**config.mk**
```make
export PLATFORM = sky130hd
export DESIGN_NAME = overwrite_oldest_ack_fifo_unit
export DESIGN_NICKNAME = d
export VERILOG_FILES = /design/src/rtl/ooaf_pkg.sv /design/src/rtl/overwrite_oldest_ack_fifo_unit.sv
export SDC_FILE = /design/constraint.sdc
export NUM_CORES = 2
export LEC_CHECK = 0
export BUFFER_PORTS_ARGS = -buffer_cell sky130_fd_sc_hd__buf_2
export CAP_MARGIN = 5
export CORE_ASPECT_RATIO = 0.5
export CORE_MARGIN = 2
export CORE_UTILIZATION = 35
export DETAILED_ROUTE_END_ITERATION = 7
export MAX_ROUTING_LAYER = met4
export SLEW_MARGIN = 20
export SYNTH_ARGS = -nofsm -noshare
export SYNTH_HDL_FRONTEND = slang
export SYNTH_SLANG_ARGS = --single-unit
```
**constraint.sdc**
```tcl
create_clock -name clk -period 18.44 [get_ports clk]
set_clock_uncertainty 0.1 [all_clocks]
set_input_delay 0.922 -clock clk [delete_from_list [all_inputs] [get_ports clk]]
set_output_delay 0.922 -clock clk [all_outputs]
set_load 0.01 [all_outputs]
```
**src/rtl/ooaf_pkg.sv**
```systemverilog
// Shared constants for the overwrite-oldest acknowledge FIFO.
// Used by overwrite_oldest_ack_fifo_unit; no dependencies.
package ooaf_pkg;

	localparam int MAX_DEPTH = 256;
	localparam int PTR_W     = $clog2(MAX_DEPTH);
	localparam int DEPTH_W   = $clog2(MAX_DEPTH + 1);
	localparam int DATA_W    = 8;
	localparam int ACTION_W  = 2;
	localparam int PADDR_W   = 3;
	localparam int PDATA_W   = 32;

	localparam logic [ACTION_W-1:0] ACT_WRITE  = 2'd0;
	localparam logic [ACTION_W-1:0] ACT_READ   = 2'd1;
	localparam logic [ACTION_W-1:0] ACT_CANCEL = 2'd2;

	localparam logic [DATA_W-1:0] EXC_CODE = 8'h70;

	// register index, taken from paddr[2]
	localparam logic REG_DEPTH  = 1'b0;
	localparam logic REG_EXC_EN = 1'b1;

	localparam logic [DEPTH_W-1:0] DEPTH_RESET = DEPTH_W'(MAX_DEPTH);

endpackage

```
**src/rtl/overwrite_oldest_ack_fifo_unit.sv**
```systemverilog
// Overwrite-oldest byte FIFO with two-phase (read, then acknowledge) reads.
// Depends on ooaf_pkg.
//
// Each transfer on the input channel runs through ST_IDLE and ST_EXEC: the head
// entry of the entry memory is read in the accept cycle, and the read-modify-write
// of the entry and pointers completes in ST_EXEC, where the result is loaded into
// the output register; ST_EXEC waits while a finished result still blocks the
// output register. The input side is stalled throughout ST_EXEC, so a new item is
// not taken before the last one is through. Entry valid bits in flip-flops make
// the memory read as zero after reset; no clearing pass is needed.
module overwrite_oldest_ack_fifo_unit (
	input  logic                           clk,
	input  logic                           arst_n,
	// APB-style register port
	input  logic                           psel,
	input  logic                           penable,
	input  logic                           pwrite,
	input  logic [ooaf_pkg::PADDR_W-1:0]   paddr,
	input  logic [ooaf_pkg::PDATA_W-1:0]   pwdata,
	output logic [ooaf_pkg::PDATA_W-1:0]   prdata,
	output logic                           pready,
	// input channel
	input  logic                           in_valid,
	output logic                           in_stall,
	input  logic [ooaf_pkg::ACTION_W-1:0]  action,
	input  logic [ooaf_pkg::DATA_W-1:0]    data,
	// output channel
	output logic                           out_valid,
	input  logic                           out_stall,
	output logic [ooaf_pkg::DATA_W-1:0]    read_data,
	output logic                           has_data,
	output logic                           ack_pending,
	output logic                           exception_pending
);
	import ooaf_pkg::*;

	localparam logic ST_IDLE = 1'b0;
	localparam logic ST_EXEC = 1'b1;

	logic                 state_q;
	logic [DEPTH_W-1:0]   depth_q;
	logic                 exc_en_q;

	logic [PTR_W-1:0]     wp_q, rp_q;
	logic                 wrapped_q, ovw_q, ack_q, exc_q;

	logic [DATA_W-1:0]    mem [MAX_DEPTH];
	logic [MAX_DEPTH-1:0] entry_valid_q;

	logic [ACTION_W-1:0]  action_s1;
	logic [DATA_W-1:0]    data_s1;
	logic [DATA_W-1:0]    mem_rd_s1;
	logic                 rd_valid_s1;

	logic                 out_valid_q;
	logic [DATA_W-1:0]    read_data_q;
	logic                 has_data_q, ack_pending_q, exc_pending_q;

	logic                 in_xfer, cfg_wr, exec_done;
	logic [PTR_W-1:0]     last;
	logic [DEPTH_W-1:0]   depth_eff;
	logic [DATA_W-1:0]    head;

	logic [PTR_W-1:0]     wp_n, rp_n, wp_prev_n, wp_prev;
	logic                 wrapped_n, ovw_n, ack_n, exc_n;
	logic [DATA_W-1:0]    rd_n;
	logic                 mem_we;
	logic [PTR_W-1:0]     mem_waddr;
	logic [DATA_W-1:0]    mem_wdata;

	assign pready  = 1'b1;
	assign cfg_wr  = psel && penable && pwrite;

	always_comb begin
		prdata = '0;
		if (paddr[2] == REG_EXC_EN) begin
			prdata[0] = exc_en_q;
		end else begin
			prdata[DEPTH_W-1:0] = depth_q;
		end
	end

	always_ff @(posedge clk or negedge arst_n) begin
		if (!arst_n) begin
			depth_q  <= DEPTH_RESET;
			exc_en_q <= 1'b1;
		end else if (cfg_wr) begin
			if (paddr[2] == REG_EXC_EN) begin
				exc_en_q <= pwdata[0];
			end else begin
				depth_q <= pwdata[DEPTH_W-1:0];
			end
		end
	end

	// clamp depth to 1..MAX_DEPTH, wrap point is depth - 1
	always_comb begin
		depth_eff = depth_q;
		if (depth_q == '0)
			depth_eff = DEPTH_W'(1);
		if (depth_q > DEPTH_W'(MAX_DEPTH))
			depth_eff = DEPTH_W'(MAX_DEPTH);
	end
	assign last = PTR_W'(depth_eff - DEPTH_W'(1));

	assign in_stall  = (state_q != ST_IDLE);
	assign in_xfer   = in_valid && !in_stall;
	assign exec_done = (state_q == ST_EXEC) && (!out_valid_q || !out_stall);

	// head read in the accept cycle
	always_ff @(posedge clk) begin
		if (in_xfer) begin
			action_s1   <= action;
			data_s1     <= data;
			mem_rd_s1   <= mem[rp_q];
			rd_valid_s1 <= entry_valid_q[rp_q];
		end
		if (mem_we)
			mem[mem_waddr] <= mem_wdata;
	end

	assign head    = rd_valid_s1 ? mem_rd_s1 : '0;
	assign wp_prev = (wp_q == '0) ? last : wp_q - PTR_W'(1);

	always_comb begin
		wp_n      = wp_q;
		rp_n      = rp_q;
		wrapped_n = wrapped_q;
		ovw_n     = ovw_q;
		ack_n     = ack_q;
		exc_n     = exc_q;
		rd_n      = '0;
		mem_we    = 1'b0;
		mem_waddr = wp_q;
		mem_wdata = data_s1;
		wp_prev_n = wp_prev;
		case (action_s1)
			ACT_WRITE: begin
				if (data_s1 != '0) begin
					mem_we = exec_done;
					if (wp_q >= last) begin
						wp_n      = '0;
						wrapped_n = 1'b1;
					end else begin
						wp_n = wp_q + PTR_W'(1);
					end
					if (rp_q == wp_n && wrapped_n) begin
						wrapped_n = 1'b0;
						ovw_n     = 1'b1;
					end
					wp_prev_n = (wp_n == '0) ? last : wp_n - PTR_W'(1);
					// oldest entry lost: push the read side forward
					if (ovw_n && rp_q == wp_prev_n) begin
						rp_n  = (rp_q < last) ? rp_q + PTR_W'(1) : '0;
						ack_n = 1'b0;
						exc_n = exc_en_q;
					end
				end
			end
			ACT_READ: begin
				if (ack_q) begin
					ack_n = 1'b0;
					if (exc_q) begin
						exc_n = 1'b0;
						rd_n  = EXC_CODE;
					end else begin
						rd_n      = head;
						mem_we    = exec_done;
						mem_waddr = rp_q;
						mem_wdata = '0;
						rp_n      = (rp_q < last) ? rp_q + PTR_W'(1) : '0;
						if (rp_n == wp_prev)
							ovw_n = 1'b0;
					end
				end else if (exc_q) begin
					ack_n = 1'b1;
					rd_n  = EXC_CODE;
				end else begin
					rd_n = head;
					if (head != '0)
						ack_n = 1'b1;
				end
			end
			ACT_CANCEL: begin
				ack_n = 1'b0;
			end
			default: begin
			end
		endcase
	end

	always_ff @(posedge clk or negedge arst_n) begin
		if (!arst_n) begin
			state_q       <= ST_IDLE;
			wp_q          <= '0;
			rp_q          <= '0;
			wrapped_q     <= 1'b0;
			ovw_q         <= 1'b0;
			ack_q         <= 1'b0;
			exc_q         <= 1'b0;
			entry_valid_q <= '0;
			out_valid_q   <= 1'b0;
		end else begin
			if (out_valid_q && !out_stall)
				out_valid_q <= 1'b0;
			case (state_q)
				ST_IDLE: begin
					if (in_xfer)
						state_q <= ST_EXEC;
				end
				ST_EXEC: begin
					if (exec_done) begin
						state_q     <= ST_IDLE;
						wp_q        <= wp_n;
						rp_q        <= rp_n;
						wrapped_q   <= wrapped_n;
						ovw_q       <= ovw_n;
						ack_q       <= ack_n;
						exc_q       <= exc_n;
						out_valid_q <= 1'b1;
						if (mem_we)
							entry_valid_q[mem_waddr] <= 1'b1;
					end
				end
				default: begin
					state_q <= ST_IDLE;
				end
			endcase
		end
	end

	always_ff @(posedge clk) begin
		if (exec_done) begin
			read_data_q   <= rd_n;
			has_data_q    <= !(wp_n == rp_n && !ovw_n);
			ack_pending_q <= ack_n;
			exc_pending_q <= exc_n;
		end
	end

	assign out_valid         = out_valid_q;
	assign read_data         = read_data_q;
	assign has_data          = has_data_q;
	assign ack_pending       = ack_pending_q;
	assign exception_pending = exc_pending_q;

endmodule

```
==> run summary <==
status -> complete, no violations
crit start category -> flop
Worst Reg-to-Reg Cells -> 24
GP Congestion -> 0.847
final antenna-violating net count -> 0
maximum vdd drop -> 0.101 mV
Slew Viols, Final -> 0
grt ovf -> 0
Worst Tran Pin Value -> 1170 ps
Relative slew margins -> 0.221
largest net degree at the start of global routing -> 177
Required @ worst endpoint -> 18910 ps
worst hold path type -> primary input to flop
share of layout cells above drive strength 1 -> 0.322
PostCTS Resize Cnt -> 0
IO Count -> 98
Seq/Total Area, Yosys -> 0.739
crit-path leading delay family -> compound AO/OA/AOI/OAI gates
fin crit share -> 0.446
Setup TNS -> 0 ps
r2r startpoint -> depth_q[5]$_DFFE_PN0P_
Synth top area share -> 0.662
die area -> 0.274 mm2
Post-synth EDFFs -> 2078
Async SR Flop Fraction -> 0.122
fmax -> 122 MHz
# setup viols final -> 0
vias in the first global route -> 46300
post-CTS setup buffer count -> 0
Buf/Inv on CP -> 2
Synth area leaders -> edfxtp_1, mux4_2, dfrtp_1, or2_2, nor2_1
Synth area leader -> edfxtp_1
Std-Cell Rows -> 134
CTS Buffer Depth -> 4
WP data arrival -> 8700 ps
R2R Setup Slk -> 10210 ps
Avg WL per Cell -> 27.0 um
crit path kind -> flop to flop
area grow syn2layout -> 12.7%
Cell Area, Synth -> 0.0942 mm2
total chip power -> 0.0139 W
Worst path slowest cell -> a311oi_1
Hold Path End -> data_s1[7]$_DFFE_PP_
Buffers on Ports -> 48
CTS tree -> built
Most common cell on crit path -> ha_1
Post-synth top flop -> edfxtp_1
Fillers -> 23500
Nets -> 4668
first-pass GRT wire length -> 330000 um
critical path endpoint category -> flop
DRT Wirelength -> 226000 um
Synth Register Bits -> 2366
Pre-antenna DRT Iters -> 7
CTS buffer count -> 226
Cell Chain, Critical Path -> nor3_1 -> a31oi_1 -> ha_1 -> nor2b_1 -> a311oi_1 -> inv_1 -> ha_1 -> a21oi_1 -> o21ai_0 -> maj3_2 -> a21oi_2 -> nand2_1 -> ha_1 -> inv_1 -> a2111oi_0 -> a211oi_1 -> a22oi_1 -> xnor2_1 -> nand4_1 -> o41ai_4 -> nand2_4 -> a311oi_1 -> and4_1 -> nand4_1
GRT Total Usage -> 0.169
Max Cap Viol -> 0
Reg clk slew, reported paths -> 70 ps
reg-to-reg endpoint -> has_data$_DFFE_PP_
crit-path max FO -> 11
Detail Placement HPWL -> 138000 um
worst hold stages -> 1
min Tclk post-route -> 8230 ps
Fin Hold WS -> 155 ps
Via density -> 5.41
endpoints failing hold -> 0
via count of the routed design -> 45400
Ys Warns -> 0
Mapped Cells -> 4497
count of cell types in the netlist -> 85
Die X -> 738 um
H-tree Lvls -> 4
hold path startpoint -> data[7]
Post-Synthesis Mean Instance Area -> 21.0 um2
Static Leak -> 34.7 nW
initial antenna violation count -> 12
Skew-Pair Late Insertion Delay -> 880 ps
Die Ht -> 371 um
Worst path max stage delay -> 840 ps
clock root buffer -> clkbuf_16
DRC -> 0
DR iter-0 viols -> 5240
initial core utilization -> 0.353
RSZ-0062 raised after global routing -> no
CTS Sinks -> 2366
Pwr Density -> 131 mW/mm2
Core ar. -> 0.267 mm2
==> layout make-up <==
type                       instances  area, um2  share of cell area
multi-input combinational       1870      23600               0.222
inverter                          18       75.1            0.000707
antenna                            5       12.5            0.000118
sequential                      2366      69600               0.656
clock inverter                   112       1160              0.0109
clock buffer                     302       6260              0.0590
timing repair buffer             119        921             0.00867
tap                             3604       4510              0.0425
==> per-stage QoR <==
step	setup slack, ps	utilization	cell area, um2	instances
6_report	10210	0.397	106000	8396
5_1_grt	9630	0.397	106000	8395
4_1_cts	10400	0.397	106000	8387
3_5_place_dp	10460	0.369	98600	7973
3_3_place_gp	10590	0.369	98600	7973
2_1_floorplan	12240	-	94300	4519
==> sequential cells by signal, summed over array words and instances (netlist names), 2 cells and up <==
signal	cells
action_s1	2
data_s1	8
depth_q	9
entry_valid_q	256
mem	2048
mem_rd_s1	8
read_data	8
rp_q	8
wp_q	8
==> layer usage <==
layer / global-route usage / vias to the layer above / wire length (um)
met1: 0.234 / 24700 / 96300
li1: - / 18600 / -
met5: - / - / 0
met4: 0.0373 / 0 / 4790
met3: 0.0271 / 325 / 15900
met2: 0.266 / 1843 / 109000
==> power by group <==
group          total, W  internal [W]  switching [W]
clock network   0.00469       0.00271        0.00198
registers       0.00612       0.00601       0.000108
logic           0.00308       0.00136        0.00171
==> cell usage in the layout, fill, tap and decap left out, types with 24 or more instances in the layout <==
cell type,netlist,layout
clkbuf_1,166,52
o21ai_0,49,48
conb_1,2,24
bufinv_16,0,24
or2_2,261,261
edfxtp_1,2078,2078
clkinv_2,0,45
clkbuf_16,0,233
buf_4,25,57
mux4_2,765,765
nand2_1,111,105
dfrtp_1,286,282
clkinv_1,1,31
a21oi_1,31,31
xnor2_1,27,27
nor2_1,304,304
buf_2,5,47
==> how the worst max path moves through the flow <==
stage | cells after the start | endpoint | slack, ps | from
after floorplan | 26 | has_data$_DFFE_PP_ | 12240 | depth_q[8]$_DFFE_PN1P_
after global placement | 24 | has_data$_DFFE_PP_ | 10590 | depth_q[5]$_DFFE_PN0P_
after detailed placement | 24 | has_data$_DFFE_PP_ | 10460 | depth_q[5]$_DFFE_PN0P_
after CTS | 24 | has_data$_DFFE_PP_ | 10400 | depth_q[5]$_DFFE_PN0P_
after global routing | 24 | has_data$_DFFE_PP_ | 9630 | depth_q[5]$_DFFE_PN0P_
final | 24 | has_data$_DFFE_PP_ | 10210 | depth_q[5]$_DFFE_PN0P_
==> what timing repair did <==
action | in CTS | in global routing
hold buffers | 0 | 1
setup endpoints to repair | 0 | 0
hold endpoints to repair | 0 | 1
==> synthesized netlist by cell type (4+ instances only) <==
library cell / instances
edfxtp_1: 2078
mux4_2: 765
nor2_1: 304
dfrtp_1: 286
or2_2: 261
clkbuf_1: 166
nand2_1: 111
buf_1: 69
o21ai_0: 49
a21oi_1: 31
xnor2_1: 27
buf_4: 25
and2_1: 19
mux2_2: 18
nand3_1: 18
nor3_1: 17
inv_1: 16
xor2_1: 16
ha_1: 15
nor2b_1: 15
a31oi_1: 14
o31ai_1: 13
nor4_1: 10
and3_1: 9
a211oi_1: 8
nand2b_1: 8
mux2i_1: 7
nand4_1: 7
o211ai_1: 6
or3_1: 6
a22oi_1: 5
a311oi_1: 5
buf_2: 5
a31o_2: 4
o21a_1: 4
o22ai_1: 4
o31a_1: 4
==> logic make-up after synthesis <==
| group | synth area share |
|---|---|
| DFF | 0.739 |
| and+or+nand+nor | 0.0428 |
| muxes | 0.186 |
| buffers and inverters | 0.0123 |
| AOI/OAI and AO/OA | 0.0134 |
| xor gates and xnor gates | 0.00417 |
| adders and majority gates | 0.00244 |
| other | 0.0000797 |
No activity file was read; power rests on OpenSTA's default activity.
